**config.mk**
```make
export PLATFORM = sky130hd
export DESIGN_NAME = bgl_ram
export DESIGN_NICKNAME = d
export VERILOG_FILES = /design/src/hdl/bgl_ram.sv
export SDC_FILE = /design/constraint.sdc
export NUM_CORES = 1
export LEC_CHECK = 0
export BUFFER_PORTS_ARGS = -buffer_cell sky130_fd_sc_hd__buf_2
export CORE_MARGIN = 10
export CORE_UTILIZATION = 61
export CTS_BUF_LIST = sky130_fd_sc_hd__clkbuf_2 sky130_fd_sc_hd__clkbuf_4 sky130_fd_sc_hd__clkbuf_8
export DETAILED_ROUTE_END_ITERATION = 8
export PLACE_DENSITY = 0.77
export REMOVE_ABC_BUFFERS = 1
export SYNTH_ARGS = -nofsm -noshare
export SYNTH_HDL_FRONTEND = slang
export SYNTH_SLANG_ARGS = --single-unit
```
**constraint.sdc**
```tcl
create_clock -name clk_i -period 5 [get_ports clk_i]
set_input_delay 0.75 -clock clk_i [delete_from_list [all_inputs] [get_ports clk_i]]
set_output_delay 0.75 -clock clk_i [all_outputs]
set_load 0.02 [all_outputs]
```
**src/hdl/bgl_ram.sv**
```systemverilog
// ----------------------------------------------------------------------------
// bgl_ram
// Generic single-write, single-read RAM with registered read data.
// ----------------------------------------------------------------------------
module bgl_ram #(
  parameter int WIDTH = 8,
  parameter int DEPTH = 16
) (
  input  logic                     clk_i,
  input  logic                     we_i,
  input  logic [$clog2(DEPTH)-1:0] waddr_i,
  input  logic [WIDTH-1:0]         wdata_i,
  input  logic                     re_i,
  input  logic [$clog2(DEPTH)-1:0] raddr_i,
  output logic [WIDTH-1:0]         rdata_o
);

  logic [WIDTH-1:0] mem_q [DEPTH];
  logic [WIDTH-1:0] rdata_q;

  always_ff @(posedge clk_i) begin
    if (we_i) begin
      mem_q[waddr_i] <= wdata_i;
    end
    if (re_i) begin
      rdata_q <= mem_q[raddr_i];
    end
  end

  assign rdata_o = rdata_q;

endmodule

```
==> results.json <==
{
  "status": "completed",
  "critPathCaptureType": "flip-flop",
  "grt_pass1_wl_microns": 14600,
  "hold_buffers": 0,
  "fillers": 510,
  "setup_viol": 0,
  "fmax_ghz": 0.421,
  "cts_setup_buffers": 0,
  "critPathSlowestCell": "buf_2",
  "drt-total-wl_microns": 9260,
  "insertion_delay_ps": 420,
  "startpoint_type": "input port",
  "crit_chain": "buf_2 > mux4_1 > a22oi_1 > nand2_1",
  "clock_skew_ps": 9.87,
  "dr.pass1.iters": 5,
  "multi_input_area_sq_um": 1060,
  "rsz0062_at_grt": "no",
  "p_leak_nw": 1.91,
  "whs_path_depth": 1,
  "post_cts_resize_count": 0,
  "die-height_microns": 113,
  "dpl.hpwl_microns": 5670,
  "vias": 2390,
  "min_path_type": "in -> reg",
  "ant_nets": 0,
  "grtUsageTotal_pct": 15.4,
  "gr-total-overflow": 0,
  "clockBufferDepth": 2,
  "syn_inst": 229,
  "synthTopCellsByArea": "edfxtp_1 (78%), mux4_2 (7.8%), mux4_1 (7.0%), a22oi_1 (2.3%), nor2_1 (0.93%)",
  "required_ps": 5170,
  "design.core.area_sq_um": 8260,
  "clock_sinks": 136,
  "grt_pass1_vias": 2525,
  "fp.dieW_microns": 113,
  "hold_path.startpoint": "re_i",
  "maxCapViolCount": 0,
  "drc": 0,
  "route.detailed.wl_per_inst_microns": 24.1,
  "synth_compound_area_share_pct": 2.30,
  "r2r_end": "rdata_o[4]",
  "crit_type": "in -> reg",
  "period_needed_ps": 2370,
  "worst_pin_slew_ps": 1030,
  "rrSetupSlack_ps": 3510,
  "maxSlewHeadroom_pct": 31.2,
  "final_nets": 286,
  "final_area_sq_um": 5820,
  "synth_top_family_by_area": "multiplexers",
  "hold_end": "rdata_o[0]",
  "layout_common_cells": "edfxtp_1 (136), buf_2 (26), mux4_2 (18), clkbuf_8 (17), a22oi_1 (16)",
  "drv_slew": 0,
  "synth_xor_xnor_area_share_pct": 0,
  "register_area_sq_um": 4080,
  "syn_area_sq_um": 5230,
  "fin_tns_setup_ps": 0,
  "yosysSeqAreaShare_pct": 78.1,
  "dp.cells": 353,
  "drt-initial-drc-count": 148,
  "grt_antenna_before_repair": 0,
  "yosysTopAreaCellShare_pct": 78.1,
  "port_buffers": 26,
  "cts_tree": "yes",
  "layout-drive-gt1-share_pct": 27.6,
  "syn2layout_area_growth_pct": 11.4,
  "finalHoldViolCount": 0,
  "post-route-period-util_pct": 47.5,
  "gp_congestion": 0.733,
  "htreeDepth": 4,
  "ys_ff_latch": 136,
  "yosysUniqueCellTypes": 18,
  "synth.avg_cell_area_sq_um": 22.8,
  "pin_count": 27,
  "ir_worst_vdd_uv": 199,
  "final_common_cell": "edfxtp_1",
  "n_antenna_cell": 0,
  "reg2reg_from": "mem_q[3][4]",
  "totalPowerFinal_mw": 2.28,
  "crit_path_max_fanout": 32,
  "synth_warnings": 0,
  "critPathArrivalTime_ps": 2550,
  "yosys.area_share.adder_pct": 0,
  "dieArea_sq_um": 12700,
  "placed_area_sq_um": 5430,
  "clkSlewWorstSetupHoldPaths_ps": 70,
  "cts_buffers": 17,
  "slowest_delay_ps": 760,
  "synthSimpleGateAreaFrac_pct": 3.14,
  "synth_largest_area_cell": "edfxtp_1",
  "cts_root_buffer": "clkbuf_8",
  "power_density_nw_per_um2": 391,
  "r2r_cells": 3,
  "initial_core_util_pct": 63.3,
  "rows": 33,
  "viasPerCell": 6.22,
  "synth.area.mux_share_pct": 14.8,
  "grt_max_degree": 33,
  "stdcell_count": 384
}
## registers in the layout, summed over array words and instances (netlist names)
name / count
rdata_o: 8
mem_q: 128
## worst max-delay path, delay by kind of cell
kind / cells / cell delay [ps]
multiplexers: 1 / 670
buffers and inverters: 1 / 760
AO/OA/AOI/OAI: 1 / 250
AND/OR/NAND/NOR: 1 / 80
## layout make-up
| cell class | instances | area share (%) |
|---|---|---|
| Sequential cell | 136 | 70.1 |
| Tap cell | 105 | 2.26 |
| Clock buffer | 17 | 4.02 |
| Multi-Input combinational cell | 83 | 18.2 |
| Clock inverter | 14 | 2.73 |
| Timing Repair Buffer | 29 | 2.62 |
## metrics by stage
stage                     hold WS, ps  setup WS [ps]  util, %
after floorplan                   705           2760        -
after global placement            731           2110     65.8
after detailed placement          742           2100     65.8
after CTS                         681           2560     70.5
after global routing              672           2500     70.5
final                             706           2630     70.5
## per-layer routing
layer	global-route usage (%)	part of all wire, %	vias up
met5	0	0	-
met4	5.50	0.89	0
met3	5.27	5.7	4
met2	23.2	50	80
met1	20.3	43	1254
li1	-	-	1052
## worst max path at each step
| stage | startpoint | endpoint | slack [ps] | depth (start not counted) |
|---|---|---|---|---|
| 2_1_floorplan | waddr_i[2] | mem_q[0][0] | 2760 | 2 |
| 3_3_place_gp | raddr_i[0] | rdata_o[5] | 2110 | 4 |
| 3_5_place_dp | raddr_i[0] | rdata_o[5] | 2100 | 4 |
| 4_1_cts | raddr_i[0] | rdata_o[5] | 2560 | 4 |
| 5_1_grt | raddr_i[0] | rdata_o[5] | 2500 | 4 |
| 6_report | raddr_i[0] | rdata_o[5] | 2630 | 4 |
## kinds of logic (layout without fill, tap and decap cells)
| group | Yosys count | after routing |
|---|---|---|
| AO/OA/AOI/OAI | 16 | 16 |
| flip-flops | 136 | 136 |
| multiplexers | 32 | 32 |
| AND/OR/NAND/NOR | 35 | 35 |
| buffers and inverters | 10 | 60 |
## synth_stat cells
| cell | number |
|---|---|
| a22oi_1 | 16 |
| and2b_1 | 1 |
| nand2b_1 | 2 |
| clkdlybuf4s25_2 | 3 |
| mux4_2 | 18 |
| edfxtp_1 | 136 |
| nand3_1 | 1 |
| buf_6 | 3 |
| and2_1 | 1 |
| buf_4 | 1 |
| nor2_1 | 13 |
| nor3_1 | 4 |
| nand3b_1 | 2 |
| nand2_1 | 9 |
| buf_2 | 3 |
| nor2b_1 | 1 |
| or3b_2 | 1 |
| mux4_1 | 14 |
## report_power, final
group / internal (mW) / switching (mW) / leakage [nW]
sequential: 1.28 / 0.00651 / 1.24
combinational: 0.0448 / 0.0696 / 0.490
clock: 0.484 / 0.391 / 0.186
(Power assumes the default switching activity.)
