`src/hdl/bgl_pkg.sv`:
```
// ----------------------------------------------------------------------------
// bgl_pkg
// Shared constants and types for the bitmap text glyph layout core.
// ----------------------------------------------------------------------------
package bgl_pkg;

  localparam int MAX_CHARS     = 1024;
  localparam int GLYPH_ENTRIES = 128;
  localparam int ADDR_W        = $clog2(GLYPH_ENTRIES);
  localparam int CNT_W         = $clog2(MAX_CHARS + 1);
  localparam int ENTRY_W       = 49;

  localparam logic [2:0] CFG_ORIGIN_X    = 3'd0;
  localparam logic [2:0] CFG_ORIGIN_Y    = 3'd1;
  localparam logic [2:0] CFG_FIRST_CODE  = 3'd2;
  localparam logic [2:0] CFG_LAST_CODE   = 3'd3;
  localparam logic [2:0] CFG_SPACE_WIDTH = 3'd4;
  localparam logic [2:0] CFG_LINE_HEIGHT = 3'd5;

  localparam logic [7:0] CHR_TAB   = 8'h09;
  localparam logic [7:0] CHR_NL    = 8'h0A;
  localparam logic [7:0] CHR_CR    = 8'h0D;
  localparam logic [7:0] CHR_SPACE = 8'h20;

  localparam logic KIND_LOAD = 1'b0;
  localparam logic KIND_TEXT = 1'b1;

  typedef struct packed {
    logic [8:0]  descent;
    logic [7:0]  height;
    logic [7:0]  width;
    logic [11:0] tex_y;
    logic [11:0] tex_x;
  } glyph_entry_t;

  typedef struct packed {
    logic is_text;
    logic starts;
    logic is_nl;
    logic is_space;
    logic is_tab;
    logic is_cr;
    logic is_draw;
  } char_class_t;

  typedef struct packed {
    logic [15:0] origin_x;
    logic [15:0] origin_y;
    logic [6:0]  first_code;
    logic [6:0]  last_code;
    logic [7:0]  space_width;
    logic [7:0]  line_height;
  } layout_cfg_t;

endpackage

```
`src/hdl/bgl_classify.sv`:
```
// ----------------------------------------------------------------------------
// bgl_classify
// Front stage: decodes the accepted item, drives the table read and, for a load,
// the table write, and registers the character class for the cursor stage.
// ----------------------------------------------------------------------------
module bgl_classify import bgl_pkg::*; (
  input  logic              clk_i,
  input  logic              rst_ni,
  input  layout_cfg_t       cfg_i,
  input  logic              accept_i,
  input  logic              advance_i,
  input  logic              kind_i,
  input  logic [7:0]        code_i,
  input  logic              starts_text_i,
  output logic              we_o,
  output logic [ADDR_W-1:0] waddr_o,
  output logic              re_o,
  output logic [ADDR_W-1:0] raddr_o,
  output logic              s1_valid_o,
  output char_class_t       s1_class_o
);

  logic        s1_valid_q, s1_valid_d;
  char_class_t cls_q, cls_d;
  logic [7:0]  idx;
  logic        in_range;

  assign idx = {1'b0, code_i[6:0]} - {1'b0, cfg_i.first_code};

  assign in_range = !code_i[7] && (code_i[6:0] >= cfg_i.first_code) &&
                    (code_i[6:0] <= cfg_i.last_code) &&
                    ({1'b0, idx} < 9'(GLYPH_ENTRIES));

  always_comb begin
    cls_d          = '0;
    cls_d.is_text  = (kind_i == KIND_TEXT);
    cls_d.starts   = starts_text_i;
    cls_d.is_nl    = (code_i == CHR_NL);
    cls_d.is_space = (code_i == CHR_SPACE);
    cls_d.is_tab   = (code_i == CHR_TAB);
    cls_d.is_cr    = (code_i == CHR_CR);
    cls_d.is_draw  = in_range && !cls_d.is_nl && !cls_d.is_space &&
                     !cls_d.is_tab && !cls_d.is_cr;
  end

  assign we_o    = accept_i && (kind_i == KIND_LOAD) &&
                   ({1'b0, code_i} < 9'(GLYPH_ENTRIES));
  assign waddr_o = code_i[ADDR_W-1:0];
  assign re_o    = accept_i;
  assign raddr_o = idx[ADDR_W-1:0];

  always_comb begin
    s1_valid_d = s1_valid_q;
    if (accept_i) begin
      s1_valid_d = 1'b1;
    end else if (advance_i) begin
      s1_valid_d = 1'b0;
    end
  end

  always_ff @(posedge clk_i or negedge rst_ni) begin
    if (!rst_ni) begin
      s1_valid_q <= 1'b0;
    end else begin
      s1_valid_q <= s1_valid_d;
    end
  end

  always_ff @(posedge clk_i) begin
    if (accept_i) begin
      cls_q <= cls_d;
    end
  end

  assign s1_valid_o = s1_valid_q;
  assign s1_class_o = cls_q;

endmodule

```
`config.mk`:
```
export PLATFORM = sky130hd
export DESIGN_NAME = bgl_classify
export DESIGN_NICKNAME = d
export VERILOG_FILES = /design/src/hdl/bgl_pkg.sv /design/src/hdl/bgl_classify.sv
export SDC_FILE = /design/constraint.sdc
export NUM_CORES = 1
export LEC_CHECK = 0
export ABC_AREA = 1
export ABC_CLOCK_PERIOD_IN_PS = 2800
export BUFFER_PORTS_ARGS = -buffer_cell sky130_fd_sc_hd__buf_2
export CAP_MARGIN = 20
export CORE_MARGIN = 2
export CORE_UTILIZATION = 34
export DETAILED_ROUTE_END_ITERATION = 10
export PLACE_DENSITY = 0.79
export SYNTH_ARGS = -nofsm -noshare
export SYNTH_HDL_FRONTEND = slang
export SYNTH_SLANG_ARGS = --single-unit
export TNS_END_PERCENT = 100
```
`constraint.sdc`:
```
create_clock -name clk_i -period 2.8 [get_ports clk_i]
set_clock_uncertainty 0.05 [all_clocks]
set_input_delay 0.28 -clock clk_i [delete_from_list [all_inputs] [get_ports clk_i]]
set_output_delay 0.28 -clock clk_i [all_outputs]
set_load 0.005 [all_outputs]
```
==> results of run 1 <==
## metrics by stage
stage | utilization | cells | hold WS (ns) | worst slack (ns) | area, µm²
2_1_floorplan | - | 132 | -0.0656 | 0.970 | 942
3_3_place_gp | 0.438 | 206 | 0.00482 | 0.693 | 1180
3_5_place_dp | 0.438 | 206 | 0.00811 | 0.645 | 1180
4_1_cts | 0.451 | 211 | 0.160 | 0.643 | 1210
5_1_grt | 0.451 | 211 | 0.161 | 0.529 | 1210
6_report | 0.451 | 211 | 0.170 | 0.666 | 1210
## worst max path at each step
stage,from,end,cells after the start
after floorplan,code_i[0],raddr_o[6],7
after global placement,code_i[0],raddr_o[6],9
after detailed placement,code_i[0],raddr_o[6],9
after CTS,code_i[0],raddr_o[6],9
after global routing,code_i[0],raddr_o[6],9
final,code_i[0],raddr_o[6],9
## cells in the mapped netlist
cell type   n  area (µm²)
inv_1      34         128
nand2_1    28         105
ha_1       14         175
nor2_1     12        45.0
buf_4       8        60.1
a21oi_1     7        35.0
edfxtp_1    7         210
nand3_1     4        20.0
xor2_1      4        35.0
nor3_1      2        10.0
o21ai_2     2        17.5
a21o_1      1        7.51
dfrtp_1     1        25.0
fa_1        1        20.0
inv_2       1        3.75
nand2_2     1        6.26
nand4_1     1        6.26
o21ai_0     1        5.00
o21bai_1    1        7.51
o21bai_2    1        11.3
xnor2_1     1        8.76
## routing by layer
layer / vias up / track usage
met5: - / 0
met4: 0 / 0.0510
met3: 0 / 0.00461
met2: 28 / 0.221
met1: 405 / 0.158
li1: 492 / -
## kinds of logic (layout without fill, tap and decap cells)
| logic type | Yosys count | count (layout) | share of synthesized area |
|---|---|---|---|
| buffers and inverters | 43 | 91 | 0.203 |
| AO/OA/AOI/OAI | 13 | 13 | 0.0890 |
| adder cells (fa/ha/maj) | 15 | 15 | 0.207 |
| flip-flops | 8 | 8 | 0.250 |
| XOR/XNOR | 5 | 5 | 0.0465 |
| AND/OR/NAND/NOR | 48 | 48 | 0.205 |
## area by class of cell
| type | count | area, µm² | share of cell area |
|---|---|---|---|
| tap | 31 | 38.8 | 0.0320 |
| inverter | 35 | 131 | 0.108 |
| timing repair buffer | 52 | 265 | 0.219 |
| sequential | 8 | 235 | 0.194 |
| clock buffer | 4 | 26.3 | 0.0217 |
| multi-input combinational | 81 | 515 | 0.425 |
## layout by cell type (no fill, tap or decap)
| master | netlist | final |
|---|---|---|
| buf_2 | 0 | 51 |
| inv_1 | 34 | 34 |
| nand2_1 | 28 | 28 |
| ha_1 | 14 | 14 |
| nor2_1 | 12 | 12 |
| a21oi_1 | 7 | 7 |
| edfxtp_1 | 7 | 7 |
| xor2_1 | 4 | 4 |
| nand3_1 | 4 | 4 |
| clkbuf_4 | 0 | 3 |
| o21ai_2 | 2 | 2 |
| nor3_1 | 2 | 2 |
| nand2_2 | 1 | 1 |
| inv_2 | 1 | 1 |
| o21bai_2 | 1 | 1 |
| xnor2_1 | 1 | 1 |
| o21bai_1 | 1 | 1 |
| nand4_1 | 1 | 1 |
| a21o_1 | 1 | 1 |
| o21ai_0 | 1 | 1 |
| fa_1 | 1 | 1 |
| clkbuf_1 | 0 | 1 |
| dlygate4sd3_1 | 0 | 1 |
| dfrtp_1 | 1 | 1 |
## critical path: stages
cell	delay (ns)
buf_2	0.08
inv_1	0.08
ha_1	0.24
fa_1	0.43
o21ai_2	0.25
inv_2	0.05
o21bai_2	0.11
xor2_1	0.15
buf_2	0.13
## registers in the layout, summed over array words and instances (netlist names)
| name | flops |
|---|---|
| s1_class_o | 7 |
| s1_valid_o | 1 |
## power by group through the flow
stage / Sequential, mW / Combinational [mW] / Clock, mW
after floorplan: 0.143 / 0.0987 / 0
after global routing: 0.140 / 0.188 / 0.0961
after CTS: 0.140 / 0.167 / 0.0924
after global placement: 0.141 / 0.161 / 0
final: 0.140 / 0.164 / 0.0889
after detailed placement: 0.142 / 0.165 / 0
## timing repair
item | 4_1_cts | 5_1_grt
resized for setup | 0 | 0
endpoints found under the hold margin | 1 | 0
hold buffers | 1 | 0
endpoints found under the setup margin | 0 | 0
==> impl_metrics.tcl, run 1 <==
set metrics [dict create \
    outcome "finished, final reports clean" \
    route.met3.wl_um 123 \
    wl_met2_um 971 \
    ios 100 \
    ys_seq_elements 8 \
    coreArea_um2 2690 \
    endpoint_kind "output port" \
    area_growth_syn_to_layout_pct 28.7 \
    min_path_cells 1 \
    die_h_um 56.6 \
    synth_area_per_cell_um2 7.14 \
    min_path_type "in2reg" \
    layout-drive-gt1-share 0.328 \
    worst_pin_slew_ns 0.215 \
    total_power_mw 0.392 \
    yosysWarnings 0 \
    htreeDepth 1 \
    start_util 0.351 \
    routedWlPerCell_um 9.19 \
    ys_types 21 \
    combPwrFrac 0.417 \
    clockPowerShare 0.227 \
    clk_pin_slew_ns 0.05 \
    seq_power_share 0.356 \
    p_per_area_nw_per_um2 323 \
    syn-num-nets 223 \
    cap_violations 0 \
    hpwl_um 1740 \
    routabilityCongestion 0.811 \
    post_cts_buffers 0 \
    final-hold-violation-count 0 \
    grt_pass1_wl_um 3230 \
    num_antenna_cells 0 \
    intPower_mw 0.269 \
    clk_path_buf_depth 2 \
    via_count 925 \
    fin_nets 272 \
    peakVddDrop_v 0.000198 \
    drt_pass1_iterations 4 \
    grt_max_degree 10 \
    grt_use_total 0.125 \
    cp.arrival_ns 1.80 \
    clock_latency_ns 0.24 \
    cellLeakagePower_nw 0.759 \
    hp-start "starts_text_i" \
    synth_area_um2 942 \
    startpoint_type "primary input" \
    max_slew_margin 0.857 \
    r2r-start "s1_valid_o" \
    ant_nets 0 \
    whs_endpoint "s1_class_o[5]" \
    fillCellCount 301 \
    synth_cells 132 \
    ff2ff_setup_slack_ns 2.14 \
    setup_tns_ns 0 \
    remaining_drc_errors 0 \
    drt-met1-wl_um 844 \
    rsz0062_at_grt "no" \
    r2r_end "s1_valid_o" \
    cp_max_fo 5 \
    io_buffers 51 \
    die_x_um 56.6 \
    worstSetupPathType "in2out" \
    num_rows 19 \
    crit_required_ns 2.47 \
    fin_crit_ns 2.13 \
    slew_violations 0 \
    top_layer "met3" \
    reg2reg_depth 2 \
    routed_wl_um 1940 \
    grt.overflow.total 0 \
    routed_via_density 4.38 \
    setup_violations 0 \
    cts_root_buf "clkbuf_4" \
    grt_antenna_before_repair 0 \
    swShare 0.314 \
    synth_seq_area_share 0.250 \
    cts_num_sinks 8 \
    grt_pass1_vias 842 \
    fmax_ghz 0.469 \
    timing.final.crit_share 0.762 \
    cts_tree "built" \
    p_sw_mw 0.123 \
    drt_iter0_markers 11 \
    dieArea_um2 3210 \
    cts_buffers 3 \
]
No activity file was read; power rests on OpenSTA's default activity.
==> run 2, diff against run 1 <==
--- a/config.mk
+++ b/config.mk
@@ -6,7 +6,7 @@
 export NUM_CORES = 1
 export LEC_CHECK = 0
 export ABC_AREA = 1
-export ABC_CLOCK_PERIOD_IN_PS = 2800
+export ABC_CLOCK_PERIOD_IN_PS = 2100
 export BUFFER_PORTS_ARGS = -buffer_cell sky130_fd_sc_hd__buf_2
 export CAP_MARGIN = 20
 export CORE_MARGIN = 2
==> constraint.sdc (replaced) <==
create_clock -name clk_i -period 2.1 [get_ports clk_i]
set_clock_uncertainty 0.05 [all_clocks]
set_input_delay 0.21 -clock clk_i [delete_from_list [all_inputs] [get_ports clk_i]]
set_output_delay 0.21 -clock clk_i [all_outputs]
set_load 0.005 [all_outputs]
==> impl_metrics.tcl, run 2 (synthesis results as in run 1) <==
set metrics [dict create \
    outcome "finished, final reports clean" \
    clock_latency_ns 0.24 \
    place_area_um2 1180 \
    cts_num_sinks 8 \
    setup_violations 0 \
    post_cts_resized 0 \
    timing.final.crit_share 0.917 \
    final_cell_area_um2 1220 \
    grt_pass1_vias 835 \
    grt_max_degree 10 \
    crit_path_top_delay_cell "fa_1" \
    ios 100 \
    routabilityCongestion 0.830 \
    largest_reg_flops 7 \
    hpwl_um 1740 \
    layout-drive-gt1-share 0.331 \
    cts_root_buf "clkbuf_4" \
    routed_wl_um 1950 \
    num_rows 19 \
    multi_input_area_um2 515 \
    grt.overflow.total 0 \
    fin_crit_ns 1.93 \
    mostFrequentLayoutCells "buf_2 (51), inv_1 (34), nand2_1 (28), ha_1 (14), nor2_1 (12)" \
    cpMostUsedCell "buf_2" \
    remaining_drc_errors 0 \
    final_common_cell "buf_2" \
    cp.arrival_ns 1.67 \
    p_per_area_nw_per_um2 432 \
    place_ws_ns 0.156 \
    via_count 912 \
    num_antenna_cells 0 \
    setup_tns_ns 0 \
    post_cts_buffers 0 \
    htreeDepth 1 \
    crit_path_max_incr_delay_ns 0.43 \
    crit_chain "buf_2, inv_1, ha_1, fa_1, o21ai_2, inv_2, o21bai_2, xor2_1, buf_2" \
    fillCellCount 300 \
    grt_pass1_wl_um 3260 \
    startpoint_type "primary input" \
    area_growth_syn_to_layout_pct 29.5 \
    grt_use_total 0.126 \
    grt_antenna_before_repair 0 \
    die_h_um 56.6 \
    worst_pin_slew_ns 0.182 \
    fmax_ghz 0.519 \
    fin_nets 273 \
    cts_tree "built" \
    placed_cells 207 \
    cp_max_fo 5 \
    worstSetupPathType "in2out" \
    min_path_cells 1 \
    setup_ws_ns 0.174 \
    start_util 0.351 \
    die_x_um 56.6 \
    reg2reg_depth 2 \
    drt_pass1_iterations 4 \
    dieArea_um2 3210 \
    crit_required_ns 1.84 \
    endpoint_kind "output port" \
    seq_area_um2 235 \
    cts_buffers 3 \
    clk_pin_slew_ns 0.05 \
    fin_util 0.454 \
    slew_violations 0 \
    cap_violations 0 \
    routedWlPerCell_um 9.20 \
    min_path_type "in2reg" \
    cellLeakagePower_nw 0.764 \
    peakVddDrop_v 0.000258 \
    ant_nets 0 \
    clk_path_buf_depth 2 \
    coreArea_um2 2690 \
    routed_via_density 4.30 \
    drt_iter0_markers 14 \
    max_slew_margin 0.878 \
    rsz0062_at_grt "no" \
    final-hold-violation-count 0 \
    io_buffers 51 \
    instances_no_fill 212 \
]
[run 2: cell count changes in the layout (fill, tap and decap cells not counted)]
cell   change
buf_4      +1
[run 2: critical path, delay by kind of cell]
kind / cells / cell delay [ns]
xor gates and xnor gates: 1 / 0.15
adders and majority gates: 2 / 0.66
buffers and inverters: 4 / 0.34
AOI/OAI and AO/OA: 2 / 0.32
[run 2: cell type report]
type | instances | share of cell area
inverter | 35 | 0.108
clock buffer | 4 | 0.0215
timing repair buffer | 53 | 0.224
tap | 31 | 0.0318
multi-input combinational | 81 | 0.423
sequential | 8 | 0.193
[run 2: timing repair]
item / CTS / global route
endpoints found under the hold margin: 1 / 0
endpoints found under the setup margin: 0 / 0
hold buffers: 1 / 0
[run 2: power by group]
part / leakage, nW / internal, mW / switching (mW)
logic: 0.671 / 0.106 / 0.116
clock network: 0.0150 / 0.0724 / 0.0475
registers: 0.0778 / 0.184 / 0.00246
total: 0.764 / 0.362 / 0.166
[run 2: path summary, 6_finish.rpt]
check / slack (ns) / endpoint / from
setup reg to reg: 1.43 / s1_valid_o / s1_valid_o
hold / removal: 0.1 / s1_class_o[5] / starts_text_i
min in group asynchronous: 0.22 / s1_valid_o / rst_ni
setup / recovery: 0.17 / raddr_o[6] / code_i[0]
hold reg to reg: 0.49 / s1_valid_o / s1_valid_o
max in group asynchronous: 1.69 / s1_valid_o / rst_ni
[run 2: routing by layer]
metal  share of wire  vias up  track usage
met5               0        -            0
met1            0.45      386        0.152
met2            0.50       28        0.231
met3           0.053        0      0.00461
met4               0        0       0.0510
li1                -      498            -
[run 2: per-stage QoR]
| step | hold slack (ns) | power [mW] |
|---|---|---|
| 6_report | 0.0990 | 0.528 |
| 3_3_place_gp | -0.0651 | 0.407 |
| 5_1_grt | 0.0896 | 0.573 |
| 2_1_floorplan | -0.136 | 0.323 |
| 4_1_cts | 0.0904 | 0.536 |
| 3_5_place_dp | -0.0619 | 0.411 |
