$ cat config.mk
export PLATFORM = sky130hd
export DESIGN_NAME = bgl_cursor
export DESIGN_NICKNAME = d
export VERILOG_FILES = /design/src/hdl/bgl_pkg.sv /design/src/hdl/bgl_cursor.sv
export SDC_FILE = /design/constraint.sdc
export NUM_CORES = 1
export LEC_CHECK = 0
export ABC_AREA = 1
export ABC_CLOCK_PERIOD_IN_PS = 15400
export BUFFER_PORTS_ARGS = -buffer_cell sky130_fd_sc_hd__buf_2
export CAP_MARGIN = 20
export CORE_MARGIN = 2
export CORE_UTILIZATION = 60
export DETAILED_ROUTE_END_ITERATION = 8
export GPL_TIMING_DRIVEN = 0
export PLACE_DENSITY = 0.92
export RECOVER_POWER = 100
export SETUP_SLACK_MARGIN = 0.1
export SYNTH_ARGS = -nofsm -noshare
export SYNTH_HDL_FRONTEND = slang
export SYNTH_SLANG_ARGS = --single-unit
$ cat constraint.sdc
create_clock -name clk_i -period 15.4 [get_ports clk_i]
set_input_delay 1.54 -clock clk_i [delete_from_list [all_inputs] [get_ports clk_i]]
set_output_delay 1.54 -clock clk_i [all_outputs]
set_load 0.005 [all_outputs]
$ cat src/hdl/bgl_pkg.sv
// ----------------------------------------------------------------------------
// bgl_pkg
// Shared constants and types for the bitmap text glyph layout core.
// ----------------------------------------------------------------------------
package bgl_pkg;

  localparam int MAX_CHARS     = 1024;
  localparam int GLYPH_ENTRIES = 128;
  localparam int ADDR_W        = $clog2(GLYPH_ENTRIES);
  localparam int CNT_W         = $clog2(MAX_CHARS + 1);
  localparam int ENTRY_W       = 49;

  localparam logic [2:0] CFG_ORIGIN_X    = 3'd0;
  localparam logic [2:0] CFG_ORIGIN_Y    = 3'd1;
  localparam logic [2:0] CFG_FIRST_CODE  = 3'd2;
  localparam logic [2:0] CFG_LAST_CODE   = 3'd3;
  localparam logic [2:0] CFG_SPACE_WIDTH = 3'd4;
  localparam logic [2:0] CFG_LINE_HEIGHT = 3'd5;

  localparam logic [7:0] CHR_TAB   = 8'h09;
  localparam logic [7:0] CHR_NL    = 8'h0A;
  localparam logic [7:0] CHR_CR    = 8'h0D;
  localparam logic [7:0] CHR_SPACE = 8'h20;

  localparam logic KIND_LOAD = 1'b0;
  localparam logic KIND_TEXT = 1'b1;

  typedef struct packed {
    logic [8:0]  descent;
    logic [7:0]  height;
    logic [7:0]  width;
    logic [11:0] tex_y;
    logic [11:0] tex_x;
  } glyph_entry_t;

  typedef struct packed {
    logic is_text;
    logic starts;
    logic is_nl;
    logic is_space;
    logic is_tab;
    logic is_cr;
    logic is_draw;
  } char_class_t;

  typedef struct packed {
    logic [15:0] origin_x;
    logic [15:0] origin_y;
    logic [6:0]  first_code;
    logic [6:0]  last_code;
    logic [7:0]  space_width;
    logic [7:0]  line_height;
  } layout_cfg_t;

endpackage

$ cat src/hdl/bgl_cursor.sv
// ----------------------------------------------------------------------------
// bgl_cursor
// Cursor stage: applies the class and the glyph entry read from the table
// to the cursor and counters, and holds the result item in an output register.
// ----------------------------------------------------------------------------
module bgl_cursor import bgl_pkg::*; (
  input  logic         clk_i,
  input  logic         rst_ni,
  input  layout_cfg_t  cfg_i,
  input  logic         s1_valid_i,
  input  char_class_t  s1_class_i,
  input  glyph_entry_t entry_i,
  output logic         advance_o,
  output logic         out_valid_o,
  input  logic         out_ready_i,
  output logic [15:0]  screen_x_o,
  output logic [15:0]  screen_y_o,
  output logic [7:0]   rect_width_o,
  output logic [7:0]   rect_height_o,
  output logic [11:0]  source_x_o,
  output logic [11:0]  source_y_o,
  output logic [9:0]   glyph_number_o
);

  logic [15:0]      cx_q, cx_d, cy_q, cy_d;
  logic [CNT_W-1:0] chars_q, chars_d;
  logic [9:0]       glyphs_q, glyphs_d;
  logic             out_valid_q, out_valid_d;

  logic [15:0]      base_x, base_y;
  logic [CNT_W-1:0] base_cnt;
  logic [9:0]       base_gl;
  logic             live, draw, slot_free, adv;

  logic [15:0] sx_q, sy_q;
  logic [7:0]  w_q, h_q;
  logic [11:0] tx_q, ty_q;
  logic [9:0]  gn_q;

  assign base_x   = s1_class_i.starts ? cfg_i.origin_x : cx_q;
  assign base_y   = s1_class_i.starts ? cfg_i.origin_y : cy_q;
  assign base_cnt = s1_class_i.starts ? '0 : chars_q;
  assign base_gl  = s1_class_i.starts ? '0 : glyphs_q;

  assign live      = s1_class_i.is_text && (base_cnt < CNT_W'(MAX_CHARS));
  assign draw      = live && s1_class_i.is_draw;
  assign slot_free = !out_valid_q || out_ready_i;
  assign adv       = s1_valid_i && (!draw || slot_free);

  always_comb begin
    cx_d     = cx_q;
    cy_d     = cy_q;
    chars_d  = chars_q;
    glyphs_d = glyphs_q;
    if (adv && s1_class_i.is_text) begin
      cx_d     = base_x;
      cy_d     = base_y;
      chars_d  = base_cnt;
      glyphs_d = base_gl;
      if (live) begin
        chars_d = base_cnt + 1'b1;
        if (s1_class_i.is_nl) begin
          cx_d = cfg_i.origin_x;
          cy_d = base_y - {8'd0, cfg_i.line_height};
        end else if (s1_class_i.is_space) begin
          cx_d = base_x + {8'd0, cfg_i.space_width};
        end else if (s1_class_i.is_tab) begin
          cx_d = base_x + {6'd0, cfg_i.space_width, 2'b00};
        end else if (s1_class_i.is_draw) begin
          cx_d     = base_x + {8'd0, entry_i.width};
          glyphs_d = base_gl + 1'b1;
        end else if (!s1_class_i.is_cr) begin
          cx_d = base_x + {8'd0, cfg_i.space_width};
        end
      end
    end
  end

  always_comb begin
    out_valid_d = out_valid_q;
    if (adv && draw) begin
      out_valid_d = 1'b1;
    end else if (out_ready_i) begin
      out_valid_d = 1'b0;
    end
  end

  always_ff @(posedge clk_i or negedge rst_ni) begin
    if (!rst_ni) begin
      cx_q        <= '0;
      cy_q        <= '0;
      chars_q     <= '0;
      glyphs_q    <= '0;
      out_valid_q <= 1'b0;
    end else begin
      cx_q        <= cx_d;
      cy_q        <= cy_d;
      chars_q     <= chars_d;
      glyphs_q    <= glyphs_d;
      out_valid_q <= out_valid_d;
    end
  end

  always_ff @(posedge clk_i) begin
    if (adv && draw) begin
      sx_q <= base_x;
      sy_q <= base_y + {{7{entry_i.descent[8]}}, entry_i.descent};
      w_q  <= entry_i.width;
      h_q  <= entry_i.height;
      tx_q <= entry_i.tex_x;
      ty_q <= entry_i.tex_y;
      gn_q <= base_gl;
    end
  end

  assign advance_o      = adv;
  assign out_valid_o    = out_valid_q;
  assign screen_x_o     = sx_q;
  assign screen_y_o     = sy_q;
  assign rect_width_o   = w_q;
  assign rect_height_o  = h_q;
  assign source_x_o     = tx_q;
  assign source_y_o     = ty_q;
  assign glyph_number_o = gn_q;

endmodule

==> results of run 1 <==
## cell type report
| class | instances | area (um^2) |
|---|---|---|
| multi-input cells | 784 | 4470 |
| fillers | 1104 | 4030 |
| inverters | 125 | 472 |
| well taps | 184 | 230 |
| plain buffers | 35 | 135 |
| repair buffers | 193 | 897 |
| flip-flops and latches | 136 | 3810 |
| diodes | 1 | 2.50 |
| clock inverters | 12 | 101 |
| clock buffers | 20 | 437 |
## cell usage after synthesis (5+ instances only)
master	count	area share, %
a21boi_0	7	0.59
a21boi_1	6	0.50
a21oi_1	64	3.6
a221oi_1	16	1.6
a22oi_1	6	0.50
buf_2	9	0.50
buf_6	5	0.63
clkbuf_1	18	0.75
dfrtp_1	54	15
edfxtp_1	82	27
fa_1	5	1.1
ha_1	49	6.8
inv_1	117	4.9
nand2_1	282	12
nand2_2	9	0.63
nand3_1	80	4.5
nand4_1	12	0.84
nor2_1	45	1.9
nor2_2	5	0.35
nor2_4	5	0.63
o211ai_1	8	0.67
o21ai_0	69	3.8
o21ai_1	6	0.33
or2_2	14	0.98
xnor2_1	18	1.8
xor2_1	34	3.3
## worst paths after layout
| path | cells after the start | slack (ps) | from | to |
|---|---|---|---|---|
| max reg2reg | 11 | 9010 | chars_q[10] | source_x_o[2] |
| min in group asynchronous | 1 | 1190 | rst_ni | cx_q[0] |
| min reg2reg | 2 | 480 | cy_q[7] | cy_q[7] |
| max | 11 | 8160 | s1_class_i[5] | source_x_o[2] |
| min | 2 | 480 | cy_q[7] | cy_q[7] |
| max in group asynchronous | 2 | 11640 | rst_ni | glyphs_q[7] |
## layout by cell type (no fill, tap or decap), types with 5 or more instances in the layout
cell type and instances:
o21ai_0 74, o211ai_1 8, a221oi_1 16, a22oi_1 6, nor2_4 5, nand3_1 81
xor2_1 34, clkinv_1 7, ha_1 49, clkbuf_1 88, a21oi_1 64, nand2_1 285
xnor2_1 18, edfxtp_1 82, inv_1 117, clkbuf_16 17, nand4_1 12, a21boi_0 14
fa_1 5, nor2_1 47, dfrtp_1 54, nand2_2 6, or2_2 14, buf_2 141
## per-layer routing
layer | GRT usage, % | part of all wire, % | vias to the layer above
li1 | - | - | 4082
met3 | 6.37 | 10 | 72
met1 | 40.4 | 39 | 3961
met2 | 51.4 | 47 | 528
met5 | 0 | 0.052 | -
met4 | 12.9 | 3.0 | 2
## metrics by stage
step           hold WS [ps]  setup slack, ps  cell area (um^2)  std cells
6_report                484             8160             10600       1490
5_1_grt                 507             7820             10600       1489
4_1_cts                 484            10800             10800       1489
3_5_place_dp            471            10370             10200       1457
3_3_place_gp            457             7010             10200       1454
2_1_floorplan           444             8850              8980       1080
## sequential cells by signal (all words and copies together), names as in the netlist
name,cells
source_x_o,12
rect_width_o,8
screen_x_o,16
cx_q,16
chars_q,11
out_valid_o,1
glyph_number_o,10
screen_y_o,16
source_y_o,12
glyphs_q,10
cy_q,16
rect_height_o,8
## worst register-to-register path: cells and delay by family, from the launching register on
kind / cells / cell delay, ps
buffers and inverters: 6 / 2990
AO/OA/AOI/OAI: 2 / 1250
flip-flops: 1 / 320
AND/OR/NAND/NOR: 3 / 1360
## power groups by stage
stage	Combinational, W	Sequential (W)	Clock, W
after CTS	0.000304	0.000426	0.000383
after global placement	0.000289	0.000433	0
after floorplan	0.000216	0.000432	0
after detailed placement	0.000300	0.000433	0
after global routing	0.000340	0.000429	0.000400
final	0.000305	0.000427	0.000383
## cells by family after synthesis
logic type | Yosys count | share of synthesized area (%)
fa+ha+maj | 54 | 7.94
flops | 136 | 42.5
buf+inv | 160 | 7.31
simple gates | 468 | 22.9
mux | 3 | 0.334
compound gates | 207 | 13.9
xor+xnor | 52 | 5.07
==> flow_summary.ini, run 1 <==
[yosys]
syn_inst = 1080
synth-edff-count = 82
avgSynthCellArea_um2 = 8.31
ys.flop_type = edfxtp_1
syn_nets = 1256
ys_warn_count = 0
async_flop_share_pct = 39.7
ys_ff_latch = 136
synth_area_um2 = 8980
ys_seq_area_share_pct = 42.5
ys_types = 52

[min_path]
hold_path.class = flop to flop

[drt]
antenna_left = 0
viasPerCell = 5.80
dr.pass1.iters = 5
routed_wl_um = 24900
num_vias = 8645
drcViolationCount = 0
dr.first_iter.drc_count = 910
wl_per_cell_um = 16.7

[clock_network]
cts_max_level = 4
numCtsBuffers = 17
postCtsSetupRepairBufs = 0
cts-hold-fix-buffers = 0
clk_path_buf_depth = 2
clock_latency_ps = 430
cts_tree = yes
cts-resized-gates = 0
clock-root-buffer = clkbuf_16
path_clk_slew_ps = 60
cts.sinks = 136

[floorplan]
num_rows = 44
core_um2 = 14600
die_x_um = 126
die-area_um2 = 16000
ios = 206
die_h_um = 126
start_util_pct = 61.6

[timing]
tns_ps = 0
rsz0062_at_grt = no
slew_viol_final = 114
max_freq_mhz = 138
finalCriticalPeriod_ps = 7240
setup_viol = 0
fin_crit_sh_pct = 47.0
relSlewSlack_pct = -49.6
worst_slew_pin_slew_ps = 2240
hold_viol_final = 0
skew_ps = 11.1

[worst_setup_path]
critPathSlowestCell = clkbuf_1
critPathMaxStageDelay_ps = 1440
worstPathMaxFanout = 34
cp.arrival_ps = 7240
crit_top_cell = clkbuf_1
worstSetupPathType = primary input to flop
cp_data_required_time_ps = 15410
critical_path_buf_inv_count = 6
cp-end-kind = flop
cp_cell_sequence = clkbuf_1, o21ai_0, clkinv_1, a21boi_0, nand2_1, clkbuf_1, clkinvlp_2, clkbuf_1, nand2_1, nor2_1, clkbuf_1
critical_path.top_delay_family = buffers and inverters
start_kind = primary input

[layout]
layout-drive-gt1-share_pct = 15.8
area_growth_syn_to_layout_pct = 17.6
fin_nets = 1468
final_util_pct = 72.4

[global_route]
grt_pass1_vias = 8097
gr-total-overflow = 0
grt_pass1_wl_um = 39500
antenna_found_initial = 1
grt_max_degree = 41
grt_use_total_pct = 31.1

[run_status]
status = finished, violations left
violations = capacitance limit, slew limit

[pwr]
power_frac_comb_pct = 27.3
p_leak_nw = 4.88
switching_share_pct = 33.0
p_int_w = 0.000747
seqPwrFrac_pct = 38.3
netSwitchingPower_w = 0.000368
ir_worst_vdd_mv = 0.0859
p_clk_share_pct = 34.4
power.density_nw_per_um2 = 106
total_power_w = 0.00111

[flow_run]
max_cap_viol_count = 3

[placed_design]
place_congestion = 0.959
port_buffers = 190
place_hpwl_um = 18200
No activity file was read; power rests on OpenSTA's default activity.
==> inputs of run 2 (changes only) <==
Settings changed: ABC_AREA 1 to 0, ABC_CLOCK_PERIOD_IN_PS 15400 to 5800, CORE_UTILIZATION 60 to 50, PLACE_DENSITY 0.92 to 0.83.
Clock period 15.4 ns to 5.8 ns, I/O delays scaled along.
==> flow_summary.ini, run 2 <==
[global_route]
grt_pass1_vias = 7605
antenna_found_initial = 2
grt_use_total_pct = 26.6
grt_max_degree = 61
grt_pass1_wl_um = 38200
gr-total-overflow = 0

[min_path]
hold_path.class = primary input to asynchronous set/reset pin

[worst_setup_path]
r2r_end = screen_y_o[8]
worstPathMaxFanout = 10
critical_path.top_delay_family = buffers and inverters
r2r-start = chars_q[10]
rrSetupSlack_ps = 1670
crit_top_cell = clkbuf_1
critPathSlowestCell = clkbuf_1
critical_path_buf_inv_count = 5
start_kind = primary input
cp.arrival_ps = 4890
critPathMaxStageDelay_ps = 650
cp_data_required_time_ps = 5980
reg2regPathDepth = 5
worstSetupPathType = primary input to flop
cp_cell_sequence = buf_2, clkbuf_1, clkbuf_1, clkbuf_1, mux2_1, ha_1, inv_1, fa_1, nor2b_1, o21ai_0, a21boi_0, o21a_1, o21a_1, nor2b_1, nor4b_1, a311o_1
cp-end-kind = flop

[run_status]
status = finished, violations left
violations = capacitance limit, slew limit

[floorplan]
num_rows = 48
core_um2 = 17200
die_x_um = 136
start_util_pct = 50.9
die-area_um2 = 18600
ios = 206
die_h_um = 136

[yosys]
synth_most_common_cell = nand2_1
ys_ff_latch = 136
syn_inst = 881
synth_top_area_share_pct = 28.1
syn_nets = 1057
synth_top_cell_by_area = edfxtp_1
ys_warn_count = 0
avgSynthCellArea_um2 = 9.93
synth_area_um2 = 8750
ys.flop_type = edfxtp_1
ys_seq_area_share_pct = 43.6
async_flop_share_pct = 39.7
yosys-top-cells-area = edfxtp_1 28%, dfrtp_1 15%, ha_1 7.0%
ys_types = 88
synth-edff-count = 82
synthTopCellsByCount = 100 x nand2_1, 82 x edfxtp_1, 65 x o21ai_0

[timing]
relSlewSlack_pct = -48.4
rsz0062_at_grt = no
fin_crit_sh_pct = 81.3
worst_slew_pin_slew_ps = 2230
tns_ps = 0
finalCriticalPeriod_ps = 4720
skew_ps = 9.54
setup_viol = 0
slew_viol_final = 99
holdWs_ps = 302
hold_viol_final = 0
max_freq_mhz = 212

[drt]
num_vias = 7800
drcViolationCount = 0
viasPerCell = 5.87
dr.first_iter.drc_count = 628
routed_wl_um = 24300
wl_per_cell_um = 18.3
antenna_left = 0
dr.pass1.iters = 6

[clock_network]
clock_latency_ps = 430
clk_path_buf_depth = 2
cts-resized-gates = 0
cts.sinks = 136
cts_tree = yes
postCtsSetupRepairBufs = 0
cts-hold-fix-buffers = 0
clock-root-buffer = clkbuf_16
path_clk_slew_ps = 60
cts_max_level = 4
numCtsBuffers = 17

[placed_design]
dpl.cell_count = 1296
place_congestion = 0.968
port_buffers = 188
place_hpwl_um = 18200

[pwr]
power.density_nw_per_um2 = 296
ir_worst_vdd_mv = 0.228
p_leak_nw = 4.36

[flow_run]
max_cap_viol_count = 2

[layout]
mostFrequentLayoutCells = 141 x buf_2, 100 x nand2_1, 82 x edfxtp_1
final_common_cell = buf_2
layout-drive-gt1-share_pct = 19.1
fin_nets = 1266
fin_cells = 1329
area_growth_syn_to_layout_pct = 19.4
-- run 2: where the power goes --
group	internal [W]	switching (W)	total, W
clock	0.000607	0.000473	0.00108
combinational	0.000353	0.000496	0.000849
sequential	0.00112	0.0000401	0.00116
-- run 2: how the worst max path moves through the flow --
stage             startpoint  cells after the start                end
2_1_floorplan  s1_class_i[5]                      5  glyph_number_o[0]
3_3_place_gp   s1_class_i[5]                      6      source_x_o[1]
3_5_place_dp   s1_class_i[5]                     14           cx_q[15]
4_1_cts        s1_class_i[5]                     14           cx_q[15]
5_1_grt        s1_class_i[5]                     16     screen_y_o[14]
6_report       s1_class_i[5]                     16     screen_y_o[14]
-- run 2: cell type report --
class	count	area [um^2]
fill	1448	6730
multi-input combinational	675	4610
clock buffer	17	425
tap	225	282
sequential	136	3810
buffer	34	143
clock inverter	15	155
antenna	1	2.50
inverter	36	135
timing repair buffer	190	881
-- run 2: layer usage --
layer	routed length (um)	GRT usage [%]	share of wire [%]
met1	9700	32.5	40
met2	12000	46.9	49
met3	2030	5.07	8.4
met4	624	9.26	2.6
met5	14	0	0.058
-- run 2: cells by family after synthesis --
family / share of synthesized area [%]
and+or+nand+nor: 15.6
AOI/OAI and AO/OA: 18.8
DFF: 43.6
buffers and inverters: 3.43
adders and majority gates: 8.15
xor gates and xnor gates: 5.01
muxes: 5.48
-- run 2: metrics by stage --
stage | setup WS, ps | util, % | total power, W | area (um^2)
after floorplan | 1960 | - | 0.00179 | 8750
after global routing | 926 | 60.8 | 0.00324 | 10400
after detailed placement | 1630 | 58.4 | 0.00203 | 10000
after CTS | 2060 | 61.7 | 0.00311 | 10600
after global placement | 661 | 58.1 | 0.00200 | 9970
final | 1080 | 60.8 | 0.00309 | 10400
